File: config.mk
export PLATFORM = sky130hd
export DESIGN_NAME = grvc_bres
export DESIGN_NICKNAME = d
export VERILOG_FILES = /design/src/design/grvc_pkg.sv /design/src/design/grvc_bres.sv
export SDC_FILE = /design/constraint.sdc
export NUM_CORES = 1
export LEC_CHECK = 0
export ABC_AREA = 1
export BUFFER_PORTS_ARGS = -buffer_cell sky130_fd_sc_hd__buf_4
export CAP_MARGIN = 20
export CORE_ASPECT_RATIO = 1.25
export CORE_MARGIN = 5
export CORE_UTILIZATION = 45
export CTS_CLUSTER_DIAMETER = 120
export DETAILED_ROUTE_END_ITERATION = 8
export MAX_ROUTING_LAYER = met4
export PLACE_DENSITY = 0.71
export RECOVER_POWER = 25
export SETUP_SLACK_MARGIN = 0.5
export SLEW_MARGIN = 10
export SYNTH_ARGS = -nofsm -noshare
export SYNTH_HDL_FRONTEND = slang
export SYNTH_SLANG_ARGS = --single-unit
File: constraint.sdc
create_clock -name clk -period 3.9 [get_ports clk]
set_clock_uncertainty 0.1 [all_clocks]
set_input_delay 0.585 -clock clk [delete_from_list [all_inputs] [get_ports clk]]
set_output_delay 0.585 -clock clk [all_outputs]
set_load 0.02 [all_outputs]
File: src/design/grvc_pkg.sv
// shared types and constants of the grid ray visibility caster
package grvc_pkg;

	localparam int unsigned FLAG_W  = 6;
	localparam int unsigned COORD_W = 7;

	// flag bit positions
	localparam int unsigned FLAG_OPEN  = 0;
	localparam int unsigned FLAG_NORTH = 1;
	localparam int unsigned FLAG_EAST  = 2;
	localparam int unsigned FLAG_SOUTH = 3;
	localparam int unsigned FLAG_WEST  = 4;
	localparam int unsigned FLAG_VIS   = 5;

	typedef logic [FLAG_W-1:0]  flags_t;
	typedef logic [COORD_W-1:0] coord_t;

	typedef enum logic [1:0] {
		CMD_WRITE = 2'd0,
		CMD_CLEAR = 2'd1,
		CMD_CAST  = 2'd2,
		CMD_READ  = 2'd3
	} cmd_t;

	typedef enum logic [3:0] {
		ST_INIT_CLR,
		ST_IDLE,
		ST_RD_WAIT,
		ST_CLR_FIRST,
		ST_CLR_RUN,
		ST_CLR_LAST,
		ST_C_CHECK,
		ST_C_NZ,
		ST_C_NX,
		ST_C_CELL,
		ST_DONE
	} state_t;

	// line stepper control and status
	typedef struct packed {
		logic load;
		logic advance;
	} bres_ctrl_t;

	typedef struct packed {
		coord_t x;
		coord_t z;
		logic   done;
	} bres_stat_t;

endpackage

File: src/design/grvc_bres.sv
// bresenham line stepper: error term, position and remaining step count
module grvc_bres (
	input  logic                  clk,
	input  grvc_pkg::bres_ctrl_t  ctrl,
	input  logic [5:0]            start_x,
	input  logic [5:0]            start_z,
	input  grvc_pkg::coord_t      end_x,
	input  grvc_pkg::coord_t      end_z,
	output grvc_pkg::bres_stat_t  stat
);

	grvc_pkg::coord_t   x_q, z_q, dx_q, dz_q;
	logic               sx_q, sz_q;
	logic signed [9:0]  err_q;
	logic signed [7:0]  iter_q;

	grvc_pkg::coord_t   x0, z0, ldx, ldz, lmax;
	logic               lsx, lsz;
	logic signed [10:0] e2, ndz, pdx;
	logic               step_x, step_z;
	logic signed [9:0]  err_nx;

	always_comb begin
		x0     = {1'b0, start_x};
		z0     = {1'b0, start_z};
		lsx    = x0 < end_x;
		lsz    = z0 < end_z;
		ldx    = lsx ? (end_x - x0) : (x0 - end_x);
		ldz    = lsz ? (end_z - z0) : (z0 - end_z);
		lmax   = (ldx > ldz) ? ldx : ldz;
		e2     = {err_q, 1'b0};
		ndz    = -$signed({4'b0000, dz_q});
		pdx    = $signed({4'b0000, dx_q});
		step_x = e2 > ndz;
		step_z = e2 < pdx;
		err_nx = err_q - (step_x ? $signed({3'b000, dz_q}) : 10'sd0)
			+ (step_z ? $signed({3'b000, dx_q}) : 10'sd0);
	end

	always_ff @(posedge clk) begin
		if (ctrl.load) begin
			x_q    <= x0;
			z_q    <= z0;
			dx_q   <= ldx;
			dz_q   <= ldz;
			sx_q   <= lsx;
			sz_q   <= lsz;
			err_q  <= $signed({3'b000, ldx}) - $signed({3'b000, ldz});
			iter_q <= $signed({1'b0, lmax});
		end else if (ctrl.advance) begin
			if (step_x) begin
				x_q <= sx_q ? (x_q + 7'd1) : (x_q - 7'd1);
			end
			if (step_z) begin
				z_q <= sz_q ? (z_q + 7'd1) : (z_q - 7'd1);
			end
			err_q  <= err_nx;
			iter_q <= iter_q - 8'sd1;
		end
	end

	assign stat.x    = x_q;
	assign stat.z    = z_q;
	assign stat.done = iter_q[7];

endmodule

==> results of run 1 <==
cells in the final DEF, fill, tap and decap left out, drive strengths merged, types with 13 or more instances in the layout:
| master | n |
|---|---|
| a21oi | 46 |
| buf | 86 |
| clkbuf | 13 |
| edfxtp | 45 |
| fa | 14 |
| ha | 70 |
| inv | 138 |
| nand2 | 187 |
| nand3 | 40 |
| nor2 | 50 |
| o21ai | 40 |
| xor2 | 16 |
cells by family (layout without fill, tap and decap cells):
kind of cell,Yosys count,count (layout),share of synthesized area
flops,48,48,0.2706
compound gates,104,105,0.1113
fa+ha+maj,84,84,0.2216
simple gates,303,303,0.2471
xor+xnor,23,23,0.03862
buf+inv,149,239,0.1108
synthesized netlist by cell type:
| library cell | n |
|---|---|
| nand2_2 | 6 |
| a31oi_1 | 5 |
| buf_4 | 1 |
| xor2_1 | 16 |
| nand4_1 | 10 |
| nand2_1 | 180 |
| o22ai_1 | 3 |
| buf_6 | 1 |
| o2111ai_1 | 3 |
| xnor2_1 | 7 |
| fa_1 | 14 |
| buf_2 | 4 |
| nor2_2 | 1 |
| a21o_1 | 4 |
| nand2_4 | 1 |
| nand3b_1 | 1 |
| o211ai_1 | 2 |
| dfxtp_1 | 3 |
| edfxtp_1 | 45 |
| inv_1 | 137 |
| ha_1 | 70 |
| nor3_1 | 8 |
| inv_4 | 1 |
| o21ai_0 | 31 |
| o21ai_4 | 1 |
| o21ai_1 | 5 |
| o31ai_1 | 1 |
| nor2_4 | 2 |
| a21oi_1 | 46 |
| o21ai_2 | 2 |
| nand3_1 | 40 |
| clkbuf_1 | 5 |
| nand3b_2 | 1 |
| o21a_1 | 1 |
| nor2_1 | 47 |
| or2_2 | 6 |
power breakdown:
group	internal (mW)	switching, mW	total (mW)
sequential	0.796	0.152	0.948
clock	0.302	0.188	0.490
combinational	1.66	1.94	3.60
total	2.76	2.28	5.04
layout make-up:
type                       count  area (um^2)  area share
clock inverter                 2        35.03    0.005386
timing repair buffer          93        675.6      0.1039
inverter                     138        523.0     0.08040
clock buffer                   6        128.9     0.01981
multi-input combinational    515         3558      0.5470
sequential                    48         1411      0.2170
tap                          138        172.7     0.02654
through the flow:
stage	cell area, um^2	power (mW)	instances	hold slack, ps
floorplan	5328	3.044	711	380.3
global placement	6036	3.910	917	390.1
detailed placement	6036	4.019	917	403.5
CTS	6311	4.715	933	420.0
global route	6505	5.509	940	441.5
finish	6505	5.040	940	418.1
state kept, by name, summed over array words and instances, names as in the netlist:
name and flops:
iter_q 8, err_q 10, sx_q 1, z_q 7
sz_q 1, x_q 7, dx_q 7, dz_q 7
routing by layer:
layer | vias up | routed length (um) | global-route usage
li1 | 2494 | - | -
met5 | - | 0 | -
met4 | 0 | 570 | 0.1090
met1 | 2298 | 5305 | 0.2111
met2 | 108 | 6925 | 0.3588
met3 | 41 | 415 | 0.02162
worst max-delay path by stage:
stage            start       end  cells after the start  slack (ps)
3_3_place_gp   dz_q[1]  err_q[8]                     23        -100
4_1_cts        dz_q[1]  err_q[9]                     23        -200
3_5_place_dp   dz_q[1]  err_q[7]                     26        -300
6_report       dz_q[2]  err_q[6]                     22        -210
5_1_grt        dz_q[2]  err_q[8]                     24        -470
2_1_floorplan  dz_q[1]  err_q[6]                     25          50
timing repair:
action / 4_1_cts / 5_1_grt
cloned: 1 / 0
buffers inserted: 7 / 7
endpoints found under the setup margin: 16 / 17
pin swaps: 13 / 18
gates resized for setup: 18 / 45
worst max-delay path, cell delays in order, from the launching register on:
cell	delay (ps)
edfxtp_1	410
buf_4	160
inv_1	120
nand3_4	100
nor2_4	90
nand2_2	70
nor2_1	100
ha_1	280
a21o_1	180
nor2_1	190
nand4_1	200
nand3b_4	180
nor2_2	50
fa_1	490
inv_2	60
fa_2	350
nand2_2	70
inv_2	40
o21ai_2	120
nand2_2	100
a21oi_2	150
xor2_1	170
o22ai_1	80
==> out/qor_table.md, run 1 <==
| Quantity | Reported | Unit |
|---|---|---|
| Detailed Routing Iterations Pass 1 | 5 | - |
| Worst r2r src | dz_q[2] | - |
| Kind of path behind the tightest hold check | register to register | - |
| Area leader, netlist | edfxtp_1 | - |
| Worst Min Path Start | iter_q[7] | - |
| Signed area change from the synthesized netlist to the final layout | 24.71 | % |
| Initial antenna violation count | 0 | - |
| Num CTS Buffers | 5 | - |
| H-tree depth | 2 | - |
| Clock transition at the register clock pins on the worst setup and hold paths after CTS | 60 | ps |
| IO buf count | 43 | - |
| Initial core utilization | 0.4533 | - |
| Leakage Power | 3.344 | nW |
| Number of global-route vias before repair | 4,860 | - |
| Average wire length per cell after detail routing | 14.06 | um |
| Status | finished with violations | - |
| Worst r2r dst | err_q[6] | - |
| Post-DP HPWL | 10.79 | mm |
| Min-Delay Endpoint | iter_q[7] | - |
| PwrDens | 774.8 | nW/um^2 |
| Placement row count | 44 | - |
| Total Neg Setup Slack | -1006 | ps |
| Category of the worst setup path launch point | register | - |
| Number of hold-repair buffers added at the cts stage | 0 | - |
| First-pass GRT wire length | 21.56 | mm |
| Clock latency at the later pin of the worst-skew pair | 290 | ps |
| Ports placed on the boundary | 44 | - |
| Number of synthesized register bits | 48 | - |
| Final period util | 1.054 | - |
| Die extent in y | 130.4 | um |
| Hold path depth | 2 | - |
| Number of filler cells placed in the layout | 1,022 | - |
| Arr. time, crit path | 4030 | ps |
| Share of Yosys cell area claimed by the top area cell type | 0.2591 | - |
| Count of nets after finishing | 914 | - |
| Setup repair after global routing missed its margin | true | - |
| Via count | 4,941 | - |
| Count of mapped cells out of synthesis | 711 | - |
| Actual slew at the worst max-slew pin | 511.2 | ps |
| Fin worst setup slack | -210.4 | ps |
| Post-Synthesis Net Count | 824 | - |
| Number of sinks on the clock net | 48 | - |
| Mapped cell area | 5216 | um^2 |
| Full die area | 13,860 | um^2 |
| Biggest fanout along the worst timing path | 6 | - |
| Max-slew violations | 0 | - |
| Post-route DRC violation count | 0 | - |
| Relative max-transition margin | 0.6592 | - |
| Avg Synthesized Cell Area | 7.337 | um^2 |
| Core Region | 11,510 | um^2 |
| Setup CP Type | register to register | - |
| Violated checks | setup timing | - |
| Overall routing resource usage | 0.1978 | - |
| Number of cell instances on the worst register-to-register path | 22 | - |
| Pre-CTS setup slack | -301.4 | ps |
| Endpoint class of the critical path | register | - |
| IR Drop Worst-Case VDD | 356.3 | uV |
| Layout cells sized above 1 | 0.2282 | - |
| Antenna diodes | 0 | - |
| Ranking of synthesized cells by area | edfxtp_1 (26%), ha_1 (17%), nand2_1 (13%) | - |
| Max Clock Freq | 243.3 | MHz |
| Worst reg2reg setup slack | -210 | ps |
| WP data required | 3820 | ps |
| Max cap viols | 0 | - |
| RePlAce Congestion | 0.9055 | - |
| Final period demand of the worst path | 4110 | ps |
| Final-report setup violation count | 6 | - |
| DR vias/cell | 5.256 | - |
| Synth Warn # | 0 | - |
| Clock tree from TritonCTS | built | - |
| Pin count of the biggest net entering global routing | 48 | - |
| Clock root cell | clkbuf_16 | - |
| Number of violations reported at the end of detailed-routing iteration 0 | 306 | - |
| Maximum root-to-sink buffer count | 2 | - |
| Synth unique cells | 36 | - |
| Detail Route Antenna Nets | 0 | - |
| Overall routed net length | 13.22 | mm |
| Final design utilization | 0.5654 | - |
| Sequential fraction of the synthesis area | 0.2706 | - |
| Die width | 106.3 | um |
| Number of hold-slack violations in the final timing report | 0 | - |
| Congestion Overflow GR | 0 | - |
Power figures use the tool's default switching activity.
==> run 2, diff against run 1 <==
- SKIP_LAST_GASP: default -> 1
==> run 2 against run 1 <==
Effect of this change:
- the flow still finishes with violations (setup timing)
- wire length is essentially flat
- register-to-register slack is essentially flat
- worst hold slack is the same
- clock-buffer cell count is the same
- first-iteration DRC count grew 0.98%
- via count shrank 0.10%
- fmax is essentially flat
- critical path depth grew 1
- non-clock buffer count is the same
- sequential power is essentially flat
- combinational power is essentially flat
- cell count is the same
- critical path type unchanged
- largest power group unchanged
==> out/qor_table.md, run 2 (synthesized netlist as in run 1, its figures left out) <==
| Quantity | Reported | Unit |
|---|---|---|
| Post-DP HPWL | 10.79 | mm |
| Category of the worst setup path launch point | register | - |
| Final period demand of the worst path | 4114 | ps |
| Worst r2r dst | err_q[9] | - |
| Signed area change from the synthesized netlist to the final layout | 24.71 | % |
| Buffers plus inverters on the worst setup path | 4 | - |
| RePlAce Congestion | 0.9055 | - |
| Endpoint class of the critical path | register | - |
| First-pass GRT wire length | 21.56 | mm |
| WP data required | 3820 | ps |
| Num CTS Buffers | 5 | - |
| Leading registers by flop count | err_q (10), iter_q (8) | - |
| Most frequent cells in the layout | nand2_1 (170), inv_1 (126), buf_4 (85), ha_1 (54), edfxtp_1 (45) | - |
| Congestion Overflow GR | 0 | - |
| Average wire length per cell after detail routing | 14.06 | um |
| IO buf count | 43 | - |
| Die width | 106.3 | um |
| Detailed Routing Iterations Pass 1 | 5 | - |
| Final period util | 1.055 | - |
| Maximum root-to-sink buffer count | 2 | - |
| Min-Delay Endpoint | iter_q[7] | - |
| Core Region | 11,510 | um^2 |
| Total instance count after detailed placement | 917 | - |
| Biggest fanout along the worst timing path | 6 | - |
| Layout cells sized above 1 | 0.2269 | - |
| Total power | 5.034 | mW |
| Count of nets after finishing | 914 | - |
| Kind of cell adding the most delay to the critical path | simple AND/OR/NAND/NOR gates | - |
| Count of non-filler cells in the finished layout | 940 | - |
| Status | finished with violations | - |
| Initial antenna violation count | 0 | - |
| Leakage Power | 3.345 | nW |
| Max-slew violations | 0 | - |
| Via count | 4,936 | - |
| Setup repair after global routing missed its margin | true | - |
| Slowest-stage cell, CP | fa_1 | - |
| Actual slew at the worst max-slew pin | 511.5 | ps |
| Critical path cell sequence | buf_4 -> inv_1 -> nand3_4 -> nor2_4 -> nand2_2 -> nor2_1 -> ha_1 -> a21o_1 -> nor2_1 -> nand4_1 -> nand3b_4 -> buf_4 -> nor2_2 -> fa_1 -> inv_1 -> ha_4 -> nand2_1 -> nor2_1 -> nand3_1 -> o2111ai_2 -> nand2_1 -> nand2_1 -> o21ai_0 | - |
| Violated checks | setup timing | - |
| Overall routing resource usage | 0.1978 | - |
| Clock transition at the register clock pins on the worst setup and hold paths after CTS | 60 | ps |
| Relative max-transition margin | 0.6590 | - |
| Worst reg2reg setup slack | -210 | ps |
| Post-route DRC violation count | 0 | - |
| Overall routed net length | 13.22 | mm |
| Number of sinks on the clock net | 48 | - |
| Antenna diodes | 0 | - |
| Most frequent standard cell in the layout excluding fill and tap cells | nand2_1 | - |
| Pin count of the biggest net entering global routing | 48 | - |
| Placement row count | 44 | - |
| H-tree depth | 2 | - |
| Kind of path behind the tightest hold check | register to register | - |
| Hold path depth | 2 | - |
| Setup CP Type | register to register | - |
| Number of violations reported at the end of detailed-routing iteration 0 | 309 | - |
| Final hold slack | 418.1 | ps |
| Clock root cell | clkbuf_16 | - |
| Number of hold-repair buffers added at the cts stage | 0 | - |
| Pre-CTS setup slack | -301.4 | ps |
| Number of filler cells placed in the layout | 1,022 | - |
| Clock tree from TritonCTS | built | - |
| Number of flip-flops under the largest register name | 10 | - |
| Clock latency at the later pin of the worst-skew pair | 290 | ps |
| Die extent in y | 130.4 | um |
| Worst Min Path Start | iter_q[7] | - |
| Final-report setup violation count | 6 | - |
| DR vias/cell | 5.251 | - |
| Maximum cell stage delay along the critical path | 500 | ps |
| Max cap viols | 0 | - |
| PwrDens | 773.9 | nW/um^2 |
| Full die area | 13,860 | um^2 |
| Worst r2r src | dz_q[2] | - |
| Max Clock Freq | 243.1 | MHz |
| Final design utilization | 0.5654 | - |
| Register with the most flip-flops | err_q | - |
| Detail Route Antenna Nets | 0 | - |
| Fin worst setup slack | -213.5 | ps |
| Number of hold-slack violations in the final timing report | 0 | - |
| Number of cell instances on the worst register-to-register path | 23 | - |
| Initial core utilization | 0.4533 | - |
| Ports placed on the boundary | 44 | - |
| Arr. time, crit path | 4040 | ps |
| IR Drop Worst-Case VDD | 356.2 | uV |
| Number of global-route vias before repair | 4,860 | - |
## run 2: cell type report
class	instances	area [um^2]	area share
tap	138	172.7	0.02654
multi-input combinational	515	3558	0.5470
inverter	138	523.0	0.08040
clock buffer	6	128.9	0.01981
sequential	48	1411	0.2170
timing repair buffer	93	675.6	0.1039
clock inverter	2	35.03	0.005386
## run 2: how the worst max path moves through the flow
stage          startpoint       end  slack [ps]  depth (start not counted)
6_report          dz_q[2]  err_q[9]        -210                         23
5_1_grt           dz_q[2]  err_q[8]        -470                         24
4_1_cts           dz_q[1]  err_q[9]        -200                         23
3_5_place_dp      dz_q[1]  err_q[7]        -300                         26
3_3_place_gp      dz_q[1]  err_q[8]        -100                         23
2_1_floorplan     dz_q[1]  err_q[6]          50                         25
## run 2: power breakdown
part | switching [mW] | total [mW] | internal (mW)
combinational | 1.94 | 3.60 | 1.66
sequential | 0.152 | 0.948 | 0.796
clock | 0.188 | 0.490 | 0.302
## run 2: stage by stage
| stage | cell area [um^2] | TNS [ps] |
|---|---|---|
| 2_1_floorplan | 5328 | 0 |
| 3_3_place_gp | 6036 | -437.2 |
| 3_5_place_dp | 6036 | -1476 |
| 4_1_cts | 6311 | -979.5 |
| 5_1_grt | 6505 | -2622 |
| 6_report | 6505 | -1011 |
## run 2: what timing repair did
item | 4_1_cts | 5_1_grt
cloned | 1 | 0
resized for setup | 18 | 44
endpoints found under the setup margin | 16 | 17
setup buffers | 7 | 7
pin swaps | 13 | 18
hold endpoints to repair | 0 | 0
## run 2: layer usage
metal	wire (um)	global-route usage	vias up
li1	-	-	2493
met1	5303	0.2111	2292
met2	6921	0.3588	110
met3	420	0.02162	41
met4	570	0.1090	0
met5	0	-	-
## run 2: worst register-to-register path: stages (launching register included)
cell and delay [ps]:
edfxtp_1 410, buf_4 160, inv_1 120, nand3_4 100, nor2_4 90, nand2_2 70, nor2_1 100, ha_1 280
a21o_1 180, nor2_1 190, nand4_1 200, nand3b_4 180, buf_4 160, nor2_2 50, fa_1 500, inv_1 60
ha_4 280, nand2_1 70, nor2_1 120, nand3_1 110, o2111ai_2 110, nand2_1 80, nand2_1 60, o21ai_0 70
==> run 3, diff against run 2 <==
- REMOVE_ABC_BUFFERS: default -> 1
==> run 3 against run 2 <==
Effect of this change:
- the flow still finishes with violations (setup timing)
- register-to-register slack got worse by 230 ps
- cell count rose by 2.8%
- wire length rose by 13%
- sequential share of layout area fell by 1.4 points
- largest cell class unchanged
- global-route usage rose by 1.4 points
- utilization rose by 3.8 points
- combinational power rose by 28%
- first-iteration DRC count fell by 28%
- non-clock buffer count rose by 27
==> out/qor_table.md, run 3 (synthesized netlist as in run 1, its figures left out) <==
| Quantity | Reported | Unit |
|---|---|---|
| Final hold slack | 424.4 | ps |
| Ports placed on the boundary | 44 | - |
| Detailed Routing Iterations Pass 1 | 6 | - |
| Arr. time, crit path | 4490 | ps |
| Post-DP HPWL | 10.48 | mm |
| Total power | 6.046 | mW |
| Final design utilization | 0.6038 | - |
| Initial core utilization | 0.4533 | - |
| Final-report setup violation count | 9 | - |
| Antenna diodes | 0 | - |
| Maximum cell stage delay along the critical path | 410 | ps |
| Endpoint class of the critical path | register | - |
| Setup repair after global routing missed its margin | true | - |
| Number of sinks on the clock net | 48 | - |
| IO buf count | 43 | - |
| Most used cell, CP | buf_4 | - |
| Total Neg Setup Slack | -3178 | ps |
| Core Region | 11,510 | um^2 |
| Initial antenna violation count | 0 | - |
| Via count | 5,183 | - |
| Average wire length per cell after detail routing | 15.50 | um |
| Area taken by multi-input logic gates | 3730 | um^2 |
| Final period util | 1.114 | - |
| Number of violations reported at the end of detailed-routing iteration 0 | 223 | - |
| Slowest-stage cell, CP | edfxtp_1 | - |
| Relative max-transition margin | 0.6411 | - |
| Max-slew violations | 0 | - |
| Clock latency at the later pin of the worst-skew pair | 300 | ps |
| H-tree depth | 2 | - |
| Final period demand of the worst path | 4345 | ps |
| Actual slew at the worst max-slew pin | 538.4 | ps |
| Maximum root-to-sink buffer count | 2 | - |
| Signed area change from the synthesized netlist to the final layout | 33.20 | % |
| Leading registers by flop count | err_q (10), iter_q (8) | - |
| Congestion Overflow GR | 0 | - |
| Setup CP Type | register to register | - |
| Most frequent cells in the layout | nand2_1 (164), inv_1 (120), buf_4 (97), ha_1 (54), edfxtp_1 (45) | - |
| Number of hold-slack violations in the final timing report | 0 | - |
| Kind of path behind the tightest hold check | register to register | - |
| IR Drop Worst-Case VDD | 533.6 | uV |
| Biggest fanout along the worst timing path | 2 | - |
| Hold path depth | 2 | - |
| Sequential cell area | 1411 | um^2 |
| Overall routing resource usage | 0.2116 | - |
| Die width | 106.3 | um |
| Die extent in y | 130.4 | um |
| Register with the most flip-flops | err_q | - |
| Clock tree from TritonCTS | built | - |
| Leakage Power | 3.546 | nW |
| Placement row count | 44 | - |
| Detail Route Antenna Nets | 0 | - |
| Number of hold-repair buffers added at the cts stage | 0 | - |
| Max cap viols | 0 | - |
| Layout cells sized above 1 | 0.2850 | - |
| Post-route design area | 6948 | um^2 |
| Status | finished with violations | - |
| Number of global-route vias before repair | 5,039 | - |
| First-pass GRT wire length | 23.04 | mm |
| Post-route DRC violation count | 0 | - |
| WP data required | 4040 | ps |
| Pin count of the biggest net entering global routing | 47 | - |
| Violated checks | setup timing | - |
| Number of flip-flops under the largest register name | 10 | - |
| Placed cell area | 5984 | um^2 |
| Max Clock Freq | 230.2 | MHz |
| DR vias/cell | 5.365 | - |
| RePlAce Congestion | 0.8909 | - |
| Category of the worst setup path launch point | register | - |
| Clock root cell | clkbuf_16 | - |
| Number of cell instances on the worst register-to-register path | 31 | - |
| Clock transition at the register clock pins on the worst setup and hold paths after CTS | 70 | ps |
| Full die area | 13,860 | um^2 |
| Overall routed net length | 14.97 | mm |
| Most frequent standard cell in the layout excluding fill and tap cells | nand2_1 | - |
| Fin worst setup slack | -444.8 | ps |
| Number of filler cells placed in the layout | 928 | - |
| Count of nets after finishing | 940 | - |
| Num CTS Buffers | 5 | - |
| PwrDens | 870.2 | nW/um^2 |
## run 3: critical path: cells and delay by family, from the launching register on
| family | cells | cell delay [ps] |
|---|---|---|
| AND/OR/NAND/NOR | 10 | 1110 |
| XOR/XNOR | 1 | 210 |
| flip-flops | 1 | 410 |
| buffers and inverters | 19 | 2230 |
| adder cells (fa/ha/maj) | 1 | 260 |
## run 3: repair_timing
action | 4_1_cts | 5_1_grt
endpoints found under the setup margin | 15 | 18
resized for setup | 69 | 73
setup buffers | 23 | 10
pin swaps | 38 | 45
## run 3: per-layer routing
metal / track usage / vias to the layer above / wire [um]
li1: - / 2528 / -
met4: 0.1105 / 0 / 771
met1: 0.2256 / 2431 / 5677
met3: 0.02310 / 62 / 595
met5: - / - / 0
met2: 0.3872 / 162 / 7925
## run 3: cell type report
class                      count  share of cell area
inverter                     138             0.07527
timing repair buffer         120              0.1365
tap                          138             0.02485
multi-input combinational    514              0.5368
clock buffer                   5             0.01801
clock inverter                 3            0.005402
sequential                    48              0.2031
## run 3: power breakdown
group / switching [mW] / internal (mW) / total [mW] / leakage [nW]
logic: 2.44 / 2.17 / 4.61 / 2.99
registers: 0.148 / 0.796 / 0.943 / 0.478
clock network: 0.191 / 0.299 / 0.490 / 0.0789
total: 2.78 / 3.27 / 6.05 / 3.55
## run 3: path summary, 6_finish.rpt
| path | slack (ps) | from | endpoint |
|---|---|---|---|
| worst max-delay path | -440 | dz_q[2] | x_q[6] |
| worst min-delay path | 420 | z_q[6] | z_q[6] |
| worst max register to register | -440 | dz_q[2] | x_q[6] |
| worst min register to register | 420 | z_q[6] | z_q[6] |
## run 3: through the flow
stage,instances,setup slack (ps)
after floorplan,700,-114.2
after CTS,956,-251.4
final,966,-444.8
after global routing,966,-635.7
after global placement,925,-285.1
after detailed placement,925,-456.7
